File: config.mk
export PLATFORM = sky130hd
export DESIGN_NAME = char_lcd_four_bit_sequencer_flat
export DESIGN_NICKNAME = d
export VERILOG_FILES = /design/src/rtl/clcd_pkg.sv /design/src/rtl/clcd_req_if.sv /design/src/rtl/clcd_res_if.sv /design/src/rtl/clcd_cfg.sv /design/src/rtl/clcd_step.sv /design/src/rtl/char_lcd_four_bit_sequencer.sv /design/src/flat_wrapper.sv
export VERILOG_INCLUDE_DIRS = /design/src /design/src/rtl
export SDC_FILE = /design/constraint.sdc
export NUM_CORES = 1
export LEC_CHECK = 0
export ABC_CLOCK_PERIOD_IN_PS = 6550
export BUFFER_PORTS_ARGS = -buffer_cell sky130_fd_sc_hd__buf_2
export CAP_MARGIN = 10
export CORE_UTILIZATION = 61
export DETAILED_ROUTE_END_ITERATION = 8
export PLACE_DENSITY_LB_ADDON = 0.08
export SETUP_SLACK_MARGIN = 0.05
export SLEW_MARGIN = 20
export SYNTH_ARGS = -nofsm -noshare
export SYNTH_HDL_FRONTEND = slang
export SYNTH_SLANG_ARGS = --single-unit
File: constraint.sdc
create_clock -name clk_i -period 6.55 [get_ports clk_i]
set_clock_uncertainty 0.15 [all_clocks]
set_input_delay 1.31 -clock clk_i [delete_from_list [all_inputs] [get_ports clk_i]]
set_output_delay 1.31 -clock clk_i [all_outputs]
set_load 0.05 [all_outputs]
File: src/rtl/char_lcd_four_bit_sequencer_macros.svh
// assertion macros for the character lcd sequencer
// expects clk_i and rst_ni in the scope of the module that uses them
`ifndef CHAR_LCD_FOUR_BIT_SEQUENCER_MACROS_SVH
`define CHAR_LCD_FOUR_BIT_SEQUENCER_MACROS_SVH

`ifndef SYNTHESIS

// property that must hold at every clock edge out of reset
`define CLCD_ASSERT(name, prop, msg) \
  name: assert property (@(posedge clk_i) disable iff (!rst_ni) (prop)) else $error(msg);

// condition on one edge that implies a property on the next edge
`define CLCD_ASSERT_NEXT(name, pre, post, msg) \
  name: assert property (@(posedge clk_i) disable iff (!rst_ni) (pre) |=> (post)) \
    else $error(msg);

`else

`define CLCD_ASSERT(name, prop, msg)
`define CLCD_ASSERT_NEXT(name, pre, post, msg)

`endif

`endif

File: src/rtl/clcd_pkg.sv
// types, constants and helper functions of the character lcd sequencer
// no dependencies; used by every module of the block
package clcd_pkg;

  // grid of the panel
  localparam int unsigned COLUMNS = 20;
  localparam int unsigned ROWS    = 4;

  // width of the wait counter, set by the widest timing register
  localparam int unsigned WAIT_W = 17;

  // request codes on the input channel
  typedef enum logic [2:0] {
    CMD_TICK      = 3'd0,
    CMD_INIT      = 3'd1,
    CMD_BYTE      = 3'd2,
    CMD_DATA      = 3'd3,
    CMD_CURSOR    = 3'd4,
    CMD_DISPLAY   = 3'd5,
    CMD_BACKLIGHT = 3'd6
  } cmd_e;

  // timing register indexes
  typedef enum logic [2:0] {
    REG_PULSE       = 3'd0,
    REG_NIBBLE_GAP  = 3'd1,
    REG_CMD_DELAY   = 3'd2,
    REG_CLEAR_DELAY = 3'd3,
    REG_POWERUP     = 3'd4,
    REG_INIT_LONG   = 3'd5,
    REG_INIT_SHORT  = 3'd6,
    REG_INIT_CMD    = 3'd7
  } cfg_idx_e;

  // sequencer phases
  typedef enum logic [3:0] {
    PH_IDLE      = 4'd0,
    PH_POWERUP   = 4'd1,
    PH_INIT_EHI  = 4'd2,
    PH_INIT_ELO  = 4'd3,
    PH_INIT_WAIT = 4'd4,
    PH_SETUP     = 4'd5,
    PH_EHI       = 4'd6,
    PH_ELO       = 4'd7,
    PH_GAP       = 4'd8,
    PH_POST      = 4'd9,
    PH_EXTRA     = 4'd10
  } phase_e;

  // init step numbering: 1..4 wake-up nibbles, 5..9 init commands
  localparam logic [3:0] STEP_NONE      = 4'd0;
  localparam logic [3:0] STEP_FIRST_NIB = 4'd1;
  localparam logic [3:0] STEP_LAST_NIB  = 4'd4;
  localparam logic [3:0] STEP_FIRST_CMD = 4'd5;
  localparam logic [3:0] STEP_SLOW_CMD  = 4'd6;
  localparam logic [3:0] STEP_LAST_CMD  = 4'd9;

  localparam logic [3:0] NIB_WAKE  = 4'h3;
  localparam logic [3:0] NIB_4BIT  = 4'h2;
  localparam logic [7:0] CMD_FUNC_SET = 8'h28;
  localparam logic [7:0] CMD_CLEAR    = 8'h01;
  localparam logic [7:0] CMD_SET_DDRAM = 8'h80;
  localparam logic [7:0] CMD_DISP_CTRL = 8'h08;

  // timing registers
  typedef struct packed {
    logic [7:0]        pulse_us;
    logic [11:0]       nibble_gap_us;
    logic [11:0]       cmd_delay_us;
    logic [15:0]       clear_delay_us;
    logic [WAIT_W-1:0] powerup_wait_us;
    logic [15:0]       init_long_wait_us;
    logic [15:0]       init_short_wait_us;
    logic [15:0]       init_cmd_wait_us;
  } clcd_cfg_t;

  // one tick with its optional request
  typedef struct packed {
    logic [2:0] command;
    logic [7:0] value;
    logic [7:0] col;
    logic [7:0] line;
    logic       disp_en;
    logic       curs_en;
    logic       blink_en;
    logic       backlight_on;
  } clcd_req_t;

  // pin levels and status for one tick
  typedef struct packed {
    logic       rs_pin;
    logic       enable_pin;
    logic [3:0] data_pins;
    logic       backlight_pin;
    logic       busy_res;
    logic       rejected;
  } clcd_res_t;

  // sequencer state
  typedef struct packed {
    phase_e            phase;
    logic [WAIT_W-1:0] wait_count;
    logic [7:0]        pending_byte;
    logic              select_latch;
    logic              low_half_next;
    logic [3:0]        init_step;
    logic              post_long;
    logic              backlight_level;
    logic              pin_rs;
    logic              pin_e;
    logic [3:0]        pin_data;
  } clcd_state_t;

  // ddram address of the first column of a row
  function automatic logic [7:0] row_base(input logic [1:0] row);
    logic [7:0] base;
    unique case (row)
      2'd0: base = 8'h00;
      2'd1: base = 8'h40;
      2'd2: base = 8'h14;
      2'd3: base = 8'h54;
      default: base = 8'h00;
    endcase
    return base;
  endfunction

  // command bytes sent after the wake-up nibbles
  function automatic logic [7:0] init_cmd(input logic [2:0] idx);
    logic [7:0] cmd;
    unique case (idx)
      3'd0:    cmd = CMD_FUNC_SET;
      3'd1:    cmd = 8'h08;
      3'd2:    cmd = CMD_CLEAR;
      3'd3:    cmd = 8'h06;
      3'd4:    cmd = 8'h0C;
      default: cmd = 8'h0C;
    endcase
    return cmd;
  endfunction

endpackage

File: src/rtl/clcd_req_if.sv
// input channel of the lcd sequencer: one tick with an optional request
// stands alone; field widths follow the request fields
interface clcd_req_if;
  logic       valid;
  logic       ready;
  logic [2:0] command;
  logic [7:0] value;
  logic [7:0] col;
  logic [7:0] line;
  logic       disp_en;
  logic       curs_en;
  logic       blink_en;
  logic       backlight_on;

  modport source (
    output valid, command, value, col, line, disp_en, curs_en, blink_en, backlight_on,
    input  ready
  );

  modport sink (
    input  valid, command, value, col, line, disp_en, curs_en, blink_en, backlight_on,
    output ready
  );
endinterface

File: src/rtl/clcd_res_if.sv
// output channel of the lcd sequencer: pin levels and status of one tick
// stands alone; field widths follow the result fields
interface clcd_res_if;
  logic       valid;
  logic       ready;
  logic       rs_pin;
  logic       enable_pin;
  logic [3:0] data_pins;
  logic       backlight_pin;
  logic       busy_res;
  logic       rejected;

  modport source (
    output valid, rs_pin, enable_pin, data_pins, backlight_pin, busy_res, rejected,
    input  ready
  );

  modport sink (
    input  valid, rs_pin, enable_pin, data_pins, backlight_pin, busy_res, rejected,
    output ready
  );
endinterface

File: src/rtl/clcd_cfg.sv
// timing register bank of the lcd sequencer
// depends on clcd_pkg
module clcd_cfg
  import clcd_pkg::*;
(
  input  logic              clk_i,
  input  logic              rst_ni,
  input  logic              cfg_we_i,
  input  logic [2:0]        cfg_idx_i,
  input  logic [WAIT_W-1:0] cfg_wdata_i,
  output clcd_cfg_t         cfg_o
);

  clcd_cfg_t cfg_q;
  clcd_cfg_t cfg_d;

  // write decode, data truncated to the register width
  always_comb begin
    cfg_d = cfg_q;
    if (cfg_we_i) begin
      unique case (cfg_idx_e'(cfg_idx_i))
        REG_PULSE:       cfg_d.pulse_us           = cfg_wdata_i[7:0];
        REG_NIBBLE_GAP:  cfg_d.nibble_gap_us      = cfg_wdata_i[11:0];
        REG_CMD_DELAY:   cfg_d.cmd_delay_us       = cfg_wdata_i[11:0];
        REG_CLEAR_DELAY: cfg_d.clear_delay_us     = cfg_wdata_i[15:0];
        REG_POWERUP:     cfg_d.powerup_wait_us    = cfg_wdata_i;
        REG_INIT_LONG:   cfg_d.init_long_wait_us  = cfg_wdata_i[15:0];
        REG_INIT_SHORT:  cfg_d.init_short_wait_us = cfg_wdata_i[15:0];
        REG_INIT_CMD:    cfg_d.init_cmd_wait_us   = cfg_wdata_i[15:0];
        default:         cfg_d = cfg_q;
      endcase
    end
  end

  // register bank with datasheet-style defaults
  always_ff @(posedge clk_i or negedge rst_ni) begin
    if (!rst_ni) begin
      cfg_q.pulse_us           <= 8'd2;
      cfg_q.nibble_gap_us      <= 12'd50;
      cfg_q.cmd_delay_us       <= 12'd50;
      cfg_q.clear_delay_us     <= 16'd2000;
      cfg_q.powerup_wait_us    <= WAIT_W'(100000);
      cfg_q.init_long_wait_us  <= 16'd15000;
      cfg_q.init_short_wait_us <= 16'd5000;
      cfg_q.init_cmd_wait_us   <= 16'd2000;
    end else begin
      cfg_q <= cfg_d;
    end
  end

  assign cfg_o = cfg_q;

endmodule

File: src/rtl/clcd_step.sv
// next-state and pin logic of the lcd sequencer for one microsecond tick
// depends on clcd_pkg
module clcd_step
  import clcd_pkg::*;
(
  input  clcd_state_t state_i,
  input  clcd_cfg_t   cfg_i,
  input  clcd_req_t   req_i,
  output clcd_state_t state_o,
  output clcd_res_t   res_o
);

  clcd_state_t s;
  logic        is_req;
  logic        rejected;
  logic [1:0]  cur_row;
  logic [7:0]  cur_col;
  logic [7:0]  cur_addr;
  logic [7:0]  cursor_byte;
  logic [7:0]  disp_byte;

  // a zero timing value still lasts one tick
  function automatic logic [WAIT_W-1:0] load_wait(input logic [WAIT_W-1:0] c);
    return (c == '0) ? WAIT_W'(1) : c;
  endfunction

  // latch a byte and start with the rs setup tick
  function automatic clcd_state_t start_byte(input clcd_state_t st, input logic [7:0] b,
                                             input logic is_data);
    clcd_state_t r;
    r               = st;
    r.pending_byte  = b;
    r.select_latch  = is_data;
    r.low_half_next = 1'b0;
    r.post_long     = !is_data && (b == CMD_CLEAR || b[7:1] == 7'h01);
    r.phase         = PH_SETUP;
    r.wait_count    = WAIT_W'(1);
    return r;
  endfunction

  // cursor address with row and column clamped to the grid
  always_comb begin
    cur_row     = (req_i.line >= 8'(ROWS)) ? 2'(ROWS - 1) : req_i.line[1:0];
    cur_col     = (req_i.col >= 8'(COLUMNS)) ? 8'(COLUMNS - 1) : req_i.col;
    cur_addr    = row_base(cur_row) + cur_col;
    cursor_byte = CMD_SET_DDRAM | {1'b0, cur_addr[6:0]};
    disp_byte   = CMD_DISP_CTRL | {5'b0, req_i.disp_en, req_i.curs_en, req_i.blink_en};
  end

  // request handling, then one tick of the running sequence
  always_comb begin
    s        = state_i;
    rejected = 1'b0;
    is_req   = (req_i.command != CMD_TICK) && (req_i.command <= CMD_BACKLIGHT);

    if (is_req && state_i.phase != PH_IDLE) begin
      rejected = 1'b1;
    end else if (is_req) begin
      unique case (cmd_e'(req_i.command))
        CMD_INIT: begin
          s.pin_rs          = 1'b0;
          s.pin_e           = 1'b0;
          s.pin_data        = 4'h0;
          s.backlight_level = 1'b1;
          s.init_step       = STEP_NONE;
          s.phase           = PH_POWERUP;
          s.wait_count      = load_wait(cfg_i.powerup_wait_us);
        end
        CMD_BYTE:      s = start_byte(s, req_i.value, 1'b0);
        CMD_DATA:      s = start_byte(s, req_i.value, 1'b1);
        CMD_CURSOR:    s = start_byte(s, cursor_byte, 1'b0);
        CMD_DISPLAY:   s = start_byte(s, disp_byte, 1'b0);
        CMD_BACKLIGHT: s.backlight_level = req_i.backlight_on;
        default:       s = state_i;
      endcase
    end

    if (s.phase != PH_IDLE) begin
      // pin levels for this tick
      unique case (s.phase)
        PH_INIT_EHI: begin
          s.pin_rs   = 1'b0;
          s.pin_e    = 1'b1;
          s.pin_data = (s.init_step == STEP_LAST_NIB) ? NIB_4BIT : NIB_WAKE;
        end
        PH_INIT_ELO, PH_ELO: s.pin_e = 1'b0;
        PH_SETUP: begin
          s.pin_rs = s.select_latch;
          s.pin_e  = 1'b0;
        end
        PH_EHI: begin
          s.pin_e    = 1'b1;
          s.pin_data = s.low_half_next ? s.pending_byte[3:0] : s.pending_byte[7:4];
        end
        default: s.pin_e = s.pin_e;
      endcase

      // count down the current phase
      if (s.wait_count != '0) begin
        s.wait_count = s.wait_count - WAIT_W'(1);
      end

      // phase transitions when the count runs out
      if (s.wait_count == '0) begin
        unique case (s.phase)
          PH_POWERUP: begin
            s.init_step  = STEP_FIRST_NIB;
            s.phase      = PH_INIT_EHI;
            s.wait_count = load_wait(WAIT_W'(cfg_i.pulse_us));
          end
          PH_INIT_EHI: begin
            s.phase      = PH_INIT_ELO;
            s.wait_count = load_wait(WAIT_W'(cfg_i.pulse_us));
          end
          PH_INIT_ELO: begin
            s.phase      = PH_INIT_WAIT;
            s.wait_count = load_wait((s.init_step == STEP_FIRST_NIB)
                                     ? WAIT_W'(cfg_i.init_long_wait_us)
                                     : WAIT_W'(cfg_i.init_short_wait_us));
          end
          PH_INIT_WAIT: begin
            if (s.init_step < STEP_LAST_NIB) begin
              s.init_step  = s.init_step + 4'd1;
              s.phase      = PH_INIT_EHI;
              s.wait_count = load_wait(WAIT_W'(cfg_i.pulse_us));
            end else begin
              s.init_step = STEP_FIRST_CMD;
              s = start_byte(s, CMD_FUNC_SET, 1'b0);
            end
          end
          PH_SETUP: begin
            s.phase      = PH_EHI;
            s.wait_count = load_wait(WAIT_W'(cfg_i.pulse_us));
          end
          PH_EHI: begin
            s.phase      = PH_ELO;
            s.wait_count = load_wait(WAIT_W'(cfg_i.pulse_us));
          end
          PH_ELO: begin
            s.phase      = PH_GAP;
            s.wait_count = load_wait(WAIT_W'(cfg_i.nibble_gap_us));
          end
          PH_GAP: begin
            if (!s.low_half_next) begin
              s.low_half_next = 1'b1;
              s.phase         = PH_EHI;
              s.wait_count    = load_wait(WAIT_W'(cfg_i.pulse_us));
            end else begin
              s.phase      = PH_POST;
              s.wait_count = load_wait(s.post_long ? WAIT_W'(cfg_i.clear_delay_us)
                                                   : WAIT_W'(cfg_i.cmd_delay_us));
            end
          end
          PH_POST: begin
            if (s.init_step >= STEP_FIRST_CMD && s.init_step <= STEP_LAST_CMD) begin
              s.phase      = PH_EXTRA;
              s.wait_count = load_wait((s.init_step <= STEP_SLOW_CMD)
                                       ? WAIT_W'(cfg_i.init_cmd_wait_us)
                                       : WAIT_W'(cfg_i.init_short_wait_us));
            end else begin
              s.init_step  = STEP_NONE;
              s.phase      = PH_IDLE;
              s.wait_count = '0;
            end
          end
          PH_EXTRA: begin
            if (s.init_step >= STEP_FIRST_CMD && s.init_step < STEP_LAST_CMD) begin
              s.init_step = s.init_step + 4'd1;
              s = start_byte(s, init_cmd(3'(s.init_step - STEP_FIRST_CMD)), 1'b0);
            end else begin
              s.init_step  = STEP_NONE;
              s.phase      = PH_IDLE;
              s.wait_count = '0;
            end
          end
          default: begin
            s.phase      = PH_IDLE;
            s.wait_count = '0;
          end
        endcase
      end
    end
  end

  assign state_o = s;

  // result of this tick
  always_comb begin
    res_o.rs_pin        = s.pin_rs;
    res_o.enable_pin    = s.pin_e;
    res_o.data_pins     = s.pin_data;
    res_o.backlight_pin = s.backlight_level;
    res_o.busy_res      = (s.phase != PH_IDLE);
    res_o.rejected      = rejected;
  end

endmodule

File: src/rtl/char_lcd_four_bit_sequencer.sv
// top level of the 4-bit character lcd sequencer
// depends on clcd_pkg, clcd_req_if, clcd_res_if, clcd_cfg, clcd_step and the macros header

// Each transfer on req_i is one microsecond tick of a 20x4 character panel
// driver on a 4-bit bus and may carry a request (init, command byte, data byte,
// cursor, display control or backlight). Every tick yields exactly one transfer
// on res_o with the RS, E, D7..D4 and backlight levels plus busy and rejected
// flags. The block takes one tick per clock cycle: the sequencer state and the
// timing count advance in a single pass of logic into the state register, and
// a one-entry result register decouples the two channels, so a tick is
// accepted in every cycle in which res_o is empty or being taken. Requests
// arriving while busy_res was set are refused and flagged. Timing registers
// are to be written via cfg_we_i/cfg_idx_i/cfg_wdata_i only while no sequence
// runs, which the block does not enforce; a value of zero counts as one tick.
`include "char_lcd_four_bit_sequencer_macros.svh"

module char_lcd_four_bit_sequencer
  import clcd_pkg::*;
(
  input  logic              clk_i,
  input  logic              rst_ni,
  input  logic              cfg_we_i,
  input  logic [2:0]        cfg_idx_i,
  input  logic [WAIT_W-1:0] cfg_wdata_i,
  clcd_req_if.sink          req_i,
  clcd_res_if.source        res_o
);

  clcd_cfg_t   cfg;
  clcd_req_t   req;
  clcd_state_t state_q;
  clcd_state_t state_d;
  clcd_res_t   res_d;
  clcd_res_t   res_q;
  logic        res_valid_q;
  logic        accept;

  // timing registers
  clcd_cfg u_cfg (
    .clk_i      (clk_i),
    .rst_ni     (rst_ni),
    .cfg_we_i   (cfg_we_i),
    .cfg_idx_i  (cfg_idx_i),
    .cfg_wdata_i(cfg_wdata_i),
    .cfg_o      (cfg)
  );

  // gather the request fields
  always_comb begin
    req.command      = req_i.command;
    req.value        = req_i.value;
    req.col          = req_i.col;
    req.line         = req_i.line;
    req.disp_en      = req_i.disp_en;
    req.curs_en      = req_i.curs_en;
    req.blink_en     = req_i.blink_en;
    req.backlight_on = req_i.backlight_on;
  end

  // one tick of sequencing
  clcd_step u_step (
    .state_i(state_q),
    .cfg_i  (cfg),
    .req_i  (req),
    .state_o(state_d),
    .res_o  (res_d)
  );

  // input transfer whenever the result register is free or being drained
  assign req_i.ready = !res_valid_q || res_o.ready;
  assign accept      = req_i.valid && req_i.ready;

  // sequencer state
  always_ff @(posedge clk_i or negedge rst_ni) begin
    if (!rst_ni) begin
      state_q <= '{phase: PH_IDLE, default: '0};
    end else if (accept) begin
      state_q <= state_d;
    end
  end

  // result register valid flag
  always_ff @(posedge clk_i or negedge rst_ni) begin
    if (!rst_ni) begin
      res_valid_q <= 1'b0;
    end else if (accept) begin
      res_valid_q <= 1'b1;
    end else if (res_o.ready) begin
      res_valid_q <= 1'b0;
    end
  end

  // result payload
  always_ff @(posedge clk_i) begin
    if (accept) begin
      res_q <= res_d;
    end
  end

  // output channel
  assign res_o.valid         = res_valid_q;
  assign res_o.rs_pin        = res_q.rs_pin;
  assign res_o.enable_pin    = res_q.enable_pin;
  assign res_o.data_pins     = res_q.data_pins;
  assign res_o.backlight_pin = res_q.backlight_pin;
  assign res_o.busy_res      = res_q.busy_res;
  assign res_o.rejected      = res_q.rejected;

  // a refused request leaves the backlight level alone
  `CLCD_ASSERT_NEXT(a_reject_keeps_bl, accept && res_d.rejected, state_q.backlight_level == $past(state_q.backlight_level), "refused request changed backlight")
  // a running phase always has time left, idle never does
  `CLCD_ASSERT(a_idle_count, (state_q.phase == PH_IDLE) == (state_q.wait_count == '0), "wait count out of step with phase")
  // init progress only exists while a sequence runs
  `CLCD_ASSERT(a_init_busy, (state_q.init_step == STEP_NONE) || (state_q.phase != PH_IDLE), "init step left set while idle")
  // the busy flag delivered matches the stored phase
  `CLCD_ASSERT_NEXT(a_busy_match, accept, res_q.busy_res == (state_q.phase != PH_IDLE), "busy flag disagrees with phase")

endmodule
File: src/flat_wrapper.sv
// flat-port wrapper written by rule: the top's interface ports become plain ports
module char_lcd_four_bit_sequencer_flat import clcd_pkg::*;
  (clk_i, rst_ni, cfg_we_i, cfg_idx_i, cfg_wdata_i, req_i_valid, req_i_command, req_i_value, req_i_col, req_i_line, req_i_disp_en, req_i_curs_en, req_i_blink_en, req_i_backlight_on, req_i_ready, res_o_valid, res_o_rs_pin, res_o_enable_pin, res_o_data_pins, res_o_backlight_pin, res_o_busy_res, res_o_rejected, res_o_ready);
  clcd_req_if req_i_i ();
  clcd_res_if res_o_i ();
  input  logic clk_i;
  input  logic rst_ni;
  input  logic cfg_we_i;
  input  logic [2:0] cfg_idx_i;
  input  logic [WAIT_W-1:0] cfg_wdata_i;
  input wire logic [$bits(req_i_i.valid)-1:0] req_i_valid;
  input wire logic [$bits(req_i_i.command)-1:0] req_i_command;
  input wire logic [$bits(req_i_i.value)-1:0] req_i_value;
  input wire logic [$bits(req_i_i.col)-1:0] req_i_col;
  input wire logic [$bits(req_i_i.line)-1:0] req_i_line;
  input wire logic [$bits(req_i_i.disp_en)-1:0] req_i_disp_en;
  input wire logic [$bits(req_i_i.curs_en)-1:0] req_i_curs_en;
  input wire logic [$bits(req_i_i.blink_en)-1:0] req_i_blink_en;
  input wire logic [$bits(req_i_i.backlight_on)-1:0] req_i_backlight_on;
  output wire logic [$bits(req_i_i.ready)-1:0] req_i_ready;
  output wire logic [$bits(res_o_i.valid)-1:0] res_o_valid;
  output wire logic [$bits(res_o_i.rs_pin)-1:0] res_o_rs_pin;
  output wire logic [$bits(res_o_i.enable_pin)-1:0] res_o_enable_pin;
  output wire logic [$bits(res_o_i.data_pins)-1:0] res_o_data_pins;
  output wire logic [$bits(res_o_i.backlight_pin)-1:0] res_o_backlight_pin;
  output wire logic [$bits(res_o_i.busy_res)-1:0] res_o_busy_res;
  output wire logic [$bits(res_o_i.rejected)-1:0] res_o_rejected;
  input wire logic [$bits(res_o_i.ready)-1:0] res_o_ready;
  assign req_i_i.valid = req_i_valid;
  assign req_i_i.command = req_i_command;
  assign req_i_i.value = req_i_value;
  assign req_i_i.col = req_i_col;
  assign req_i_i.line = req_i_line;
  assign req_i_i.disp_en = req_i_disp_en;
  assign req_i_i.curs_en = req_i_curs_en;
  assign req_i_i.blink_en = req_i_blink_en;
  assign req_i_i.backlight_on = req_i_backlight_on;
  assign req_i_ready = req_i_i.ready;
  assign res_o_valid = res_o_i.valid;
  assign res_o_rs_pin = res_o_i.rs_pin;
  assign res_o_enable_pin = res_o_i.enable_pin;
  assign res_o_data_pins = res_o_i.data_pins;
  assign res_o_backlight_pin = res_o_i.backlight_pin;
  assign res_o_busy_res = res_o_i.busy_res;
  assign res_o_rejected = res_o_i.rejected;
  assign res_o_i.ready = res_o_ready;
  char_lcd_four_bit_sequencer u_core (.clk_i(clk_i), .rst_ni(rst_ni), .cfg_we_i(cfg_we_i), .cfg_idx_i(cfg_idx_i), .cfg_wdata_i(cfg_wdata_i), .req_i(req_i_i), .res_o(res_o_i));
endmodule
; ---- After elaboration in Yosys (flattened, before gate mapping)
; Index checks and enable logic that the tools add are counted.
[totals]
ff_bits = 166
latch_bits = 0
ram_bits = 0
romBits = 0
inputBits = 56
output_inout_bits = 11
elab_cells = 163
memories = 0
[classes]
add_sub_neg = 4
multipliers = 0
n_div = 0
n_lt_le_gt_ge = 8
n_eq_ne = 35
n_shift = 0
muxes = 53
bitwise_logic = 0
n_reduce_logical = 37
[ops]
columns = cell, n
row1 = case mux 21 bit (10 select lines), 1
row2 = two-way mux 43 bit, 4
row3 = two-way mux 16 bit, 6
row4 = logical NOT 17 bit, 5
row5 = two-way mux 8 bit, 7
row6 = two-way mux 17 bit, 3
row7 = two-way mux 21 bit, 2
row8 = case mux 21 bit (2 select lines), 1
row9 = two-way mux 20 bit, 2
row10 = case mux 10 bit (4 select lines), 1
row11 = case mux 7 bit (4 select lines), 1
row12 = case mux 6 bit (4 select lines), 1
row13 = "equality test 3 bit, second input constant", 7
row14 = "equality test 4 x 3 -> 1 bit, second input constant", 5
row15 = two-way mux 10 bit, 2
row16 = two-way mux 4 bit, 5
row17 = "equality test 3 x 2 -> 1 bit, second input constant", 6
row18 = case mux 9 bit (2 select lines), 1
row19 = nonzero test 17 bit, 1
row20 = "subtractor 17 x 1 -> 17 bit, second input constant", 1
row21 = "equality test 8 x 1 -> 1 bit, second input constant", 2
row22 = case mux 4 bit (4 select lines), 1
row23 = case mux 8 bit (2 select lines), 1
row24 = AND reduction 2 bit, 8
row25 = 39 further kinds, 63

; ---- Longest topological paths before layout
[depth]
word_depth = 23
depth_mapped = 19

; ---- By module
; Synthesis repeated with hierarchy kept, for this count alone.
[hier_totals]
cells_unflattened = 986
area_unflattened_um2 = 10487.6
[by_module_without_submodules]
columns = mod, instances, cells_each, area_per_inst_um2
row1 = clcd_cfg, 1, 246, 4424.2
row2 = clcd_step, 1, 636, 3981.3
row3 = char_lcd_four_bit_sequencer, 1, 104, 2082.0

; ---- Worst setup path before layout
; OpenSTA, ideal clock, no wires.
[synth_timing]
kind = input-to-reg
start = input port req_i_command[0]
end = register u_core.res_q, in the netlist u_core.res_o.busy_res (data pin)
setup_ns = 0.271
arrival_ns = 4.722
t_required_ns = 6.129
setup_slack_ns = 1.408
stages = 17
path_buffers = 4
path_cell_list = buf_2 > buf_2 > buf_2 > nor2b_1 > a31oi_1 > a2bb2oi_1 > ha_1 > buf_1 > inv_1 > or2_2 > a21oi_1 > o311ai_0 > nor4_2 > nand4_2 > or2_1 > o41ai_2 > nand3_1
[synth_lines]
columns = element, line_no
row1 = from (decl), flat_wrapper.sv:12  ; input wire logic [$bits(req_i_i.command)-1:0] req_i_command;
row2 = to (signal assigned), char_lcd_four_bit_sequencer.sv:96  ; res_q <= res_d;
row3 = to (decl), char_lcd_four_bit_sequencer.sv:34  ; clcd_res_t res_q;

; ---- Worst setup path in the final report
[layout_timing]
start = input port req_i_command[1]
end = register u_core.state_q[8] (netlist name)
[layout_via]
elab_chain_cells = 11
elab_cells_between_ends = 37
classes_between = add/sub: 2 / order compare: 5 / eq/ne: 9 / mux: 12 / reduce/logical: 9
[layout_rtl]
columns = element, line_no
row1 = equality test 3 bit or equality test 3 x 2 -> 1 bit (tied branches), clcd_step.sv:59  ; unique case (cmd_e'(req_i.command))
row2 = OR reduction 4 bit (no line), n/a
row3 = case mux 21 bit (2 select lines), clcd_step.sv:59
row4 = two-way mux 43 bit, clcd_step.sv:58  ; end else if (is_req) begin
row5 = two-way mux 43 bit *, clcd_step.sv:56  ; if (is_req && state_i.phase != PH_IDLE) begin
row6 = subtractor 17 x 1 -> 17 bit or nonzero test 17 bit (tied branches), "clcd_step.sv:100, clcd_step.sv:99"
row7 = two-way mux 17 bit, clcd_step.sv:99  ; if (s.wait_count != '0) begin
row8 = two-way mux 17 bit, clcd_step.sv:78  ; if (s.phase != PH_IDLE) begin
row9 = logical NOT 17 bit, clcd_step.sv:104  ; if (s.wait_count == '0) begin
row10 = two-way mux 43 bit, clcd_step.sv:104
row11 = two-way mux 43 bit *, clcd_step.sv:78
row12 = to (signal assigned), char_lcd_four_bit_sequencer.sv:78  ; state_q <= state_d;
row13 = to (decl), char_lcd_four_bit_sequencer.sv:31  ; clcd_state_t state_q;
; Mark *: on every way between the ends. The rest lies on a longest branch, timed or not. The select of a mux whose other input is x is not followed.
; A chain may end at the register's enable or synchronous reset.

==> flow_summary_export.csv <==
group,metric,value,unit
hold_path,hp-class,"reg -> reg",
synthesis,async_flop_share,94.6,%
clock_tree,postCtsSetupBuffers,0,
critical_path,end_kind,"flop",
cells_and_area,fin_nets,1119,
clock_tree,worstSkewPairLatency,0.45,ns
die,ios,67,
sta,hold_ws,0.336,ns
pwr,vdd.ir_drop.worst,0.230,mV
sta,timing.final.crit_share,84.8,%
synthesis,synth-seq-cells,166,
route,post_drt_wl_per_cell,22.6,microns
global_routing,grt_pass1_wl,45400,microns
route,wl,29000,microns
route,dr.pass1.iters,7,
synthesis,yosysWarningCount,0,
critical_path,arrival,5.76,ns
placement,place.gp.congestion,0.971,
route,avgViaCountPerCell,6.76,
synthesis,synth_area_leaders,"dfrtp_1 30%, mux2_2 13%, dfstp_2 9.8%",
die,dieArea,16800,sq um
critical_path,reg2reg_from,"u_core.state_q[39]",
die,rows,46,
clock_tree,cts_tree,"built",
sta,drv_slew,0,
die,dieHeight,130,microns
global_routing,grtUsageTotal,36.2,%
placement,portBuffers,66,
sta,period_needed,5.56,ns
run,drv_cap,0,
hold_path,min_path_cells,2,
synthesis,synth_nets,1082,
critical_path,worstSetupPathType,"in -> reg",
die,die_w,130,microns
clock_tree,ctsHtreeMaxLevel,4,
route,dr_total_vias,8661,
pwr,powerDensity,346,nW/um^2
synthesis,synthesis.area,9960,sq um
critical_path,crit_chain,"buf_2, and2_1, nand2b_2, a2bb2oi_1, ha_1, inv_1, nor3_2, o2111a_1, nor3_1, nor4_2, nand4_2, nor3_2, buf_4, nand3_1, o211ai_1",
sta,max_freq,180,MHz
synthesis,yosysTopAreaCell,"dfrtp_1",
critical_path,timing.critical_path.mode_cell,"nor3_2",
sta,setup_viol,0,
sta,setup_tns,0,ns
clock_tree,cts_num_sinks,166,
cells_and_area,drive_gt1_share,27.7,%
clock_tree,ctsResizeCount,0,
cells_and_area,design_area,11100,sq um
die,initial_core_util,62.7,%
synthesis,avgSynthCellArea,9.81,sq um
status,status,"finished clean",
critical_path,cpMaxStageDelayCell,"nor3_2",
placement,place_ws,0.649,ns
critical_path,worst_setup_path_startpoint,"req_i_command[1]",
synthesis,synth_top_area_share,30.2,%
die,core-area,15900,sq um
pwr,p_leak,4.45,nW
clock_tree,cts_made_buffers,17,
sta,rsz0062_at_grt,"no",
clock_tree,cts_buffer_depth,2,
global_routing,grt_max_degree,95,
synthesis,synth_flop_cell,"dfrtp_1",
global_routing,antenna_found_initial,1,
synthesis,synth_most_common_cell,"dfrtp_1",
route,drc_errors,0,
clock_tree,cts-root-buf,"clkbuf_16",
hold_path,hp-start,"u_core.state_q[4]",
sta,setup_ws,0.995,ns
global_routing,grt_pass1_vias,8121,
critical_path,cp.required,6.76,ns
route,drt_iter0_drc,705,
route,final_antenna_net_count,0,
global_routing,overflow,0,
synthesis,synth-edff-count,9,
critical_path,cpPeakStageDelay,0.57,ns
critical_path,ff2ff_path_depth,16,
sta,slew_headroom,29.6,%
clock_tree,clkTransAtPathRegs,0.07,ns
placement,hpwl,20600,microns
sta,worst_pin_slew,1.05,ns
cells_and_area,area_growth,11.2,%
critical_path,critPathMaxFanout,30,
synthesis,synth_cell_type_count,71,
cells_and_area,antenna_cells,0,
synthesis,synth.cells.most_frequent,"120 x dfrtp_1, 119 x mux2_2, 103 x nand2_1, 58 x nor2_1, 53 x a21oi_1",
clock_tree,cts_hold_buf,0,
critical_path,worstSetupStartpointType,"input pin",
synthesis,ys_seq_area_share,42.6,%
placement,place_area,10400,sq um
synthesis,syn_inst,1015,
sta,hold_viol,0,
## report_power, final
part	switching (mW)	total [mW]	internal, mW
Clock	0.486	1.07	0.586
Sequential	0.247	1.57	1.32
Combinational	0.695	1.19	0.492
Total	1.43	3.83	2.40
## registers in the layout (all words and copies together) (netlist names)
| register | count |
|---|---|
| u_core.u_cfg.cfg_o | 113 |
| u_core.state_q | 43 |
| u_core.res_o.data_pins | 4 |
| u_core.res_o.backlight_pin | 1 |
| u_core.res_o.busy_res | 1 |
| u_core.res_o.enable_pin | 1 |
| u_core.res_o.rejected | 1 |
| u_core.res_o.rs_pin | 1 |
| u_core.res_o.valid | 1 |
## layout make-up
| cell class | instances | area, sq um |
|---|---|---|
| repair buffers | 81 | 449 |
| well taps | 216 | 270 |
| inverters | 13 | 48.8 |
| fillers | 1252 | 4810 |
| flip-flops and latches | 166 | 4250 |
| clock inverters | 15 | 208 |
| multi-input cells | 773 | 5420 |
| clock buffers | 17 | 425 |
## per-layer routing
layer / global-route usage [%] / routed length, microns / up-vias
li1: - / - / 3909
met1: 48.6 / 12200 / 4238
met2: 57.1 / 13600 / 428
met3: 6.44 / 1980 / 84
met4: 17.4 / 1160 / 2
met5: 0 / 13 / -
## cell families (layout without fill, tap and decap cells)
family	Yosys count	count (layout)	share of synthesized area (%)
DFF	166	166	42.6
buffers and inverters	76	126	3.12
muxes	156	156	17.2
adders and majority gates	11	11	1.38
and+or+nand+nor	347	347	18.0
xor gates and xnor gates	12	12	1.06
AOI/OAI and AO/OA	247	247	16.6
## layout by cell type (no fill, tap or decap), types with 34 or more instances in the layout
cell type,count
buf_2,65
o21ai_0,46
nand2_1,103
mux2_2,119
nor4_1,34
dfrtp_1,120
mux2i_1,37
a21oi_1,53
dfstp_2,37
nor2_1,58
## through the flow
| step | util [%] | power, mW | std cells |
|---|---|---|---|
| floorplan | - | 2.37 | 1015 |
| global placement | 65.7 | 2.72 | 1249 |
| detailed placement | 65.7 | 2.73 | 1249 |
| CTS | 69.7 | 3.80 | 1281 |
| global route | 69.7 | 4.01 | 1281 |
| finish | 69.7 | 3.83 | 1281 |
## critical path, delay by kind of cell
kind / cells / cell delay [ns]
and+or+nand+nor: 8 / 2.47
AOI/OAI and AO/OA: 3 / 0.95
buffers and inverters: 3 / 0.63
adders and majority gates: 1 / 0.39
## path summary, 6_finish.rpt
| kind | to | slack, ns |
|---|---|---|
| min | u_core.state_q[4] | 0.34 |
| max | u_core.state_q[8] | 0.99 |
| min in group asynchronous | u_core.state_q[3] | 0.80 |
| max reg2reg | u_core.state_q[8] | 1.17 |
| min reg2reg | u_core.state_q[4] | 0.34 |
| max in group asynchronous | u_core.u_cfg.cfg_o[111] | 4.03 |
(Power assumes the default switching activity.)
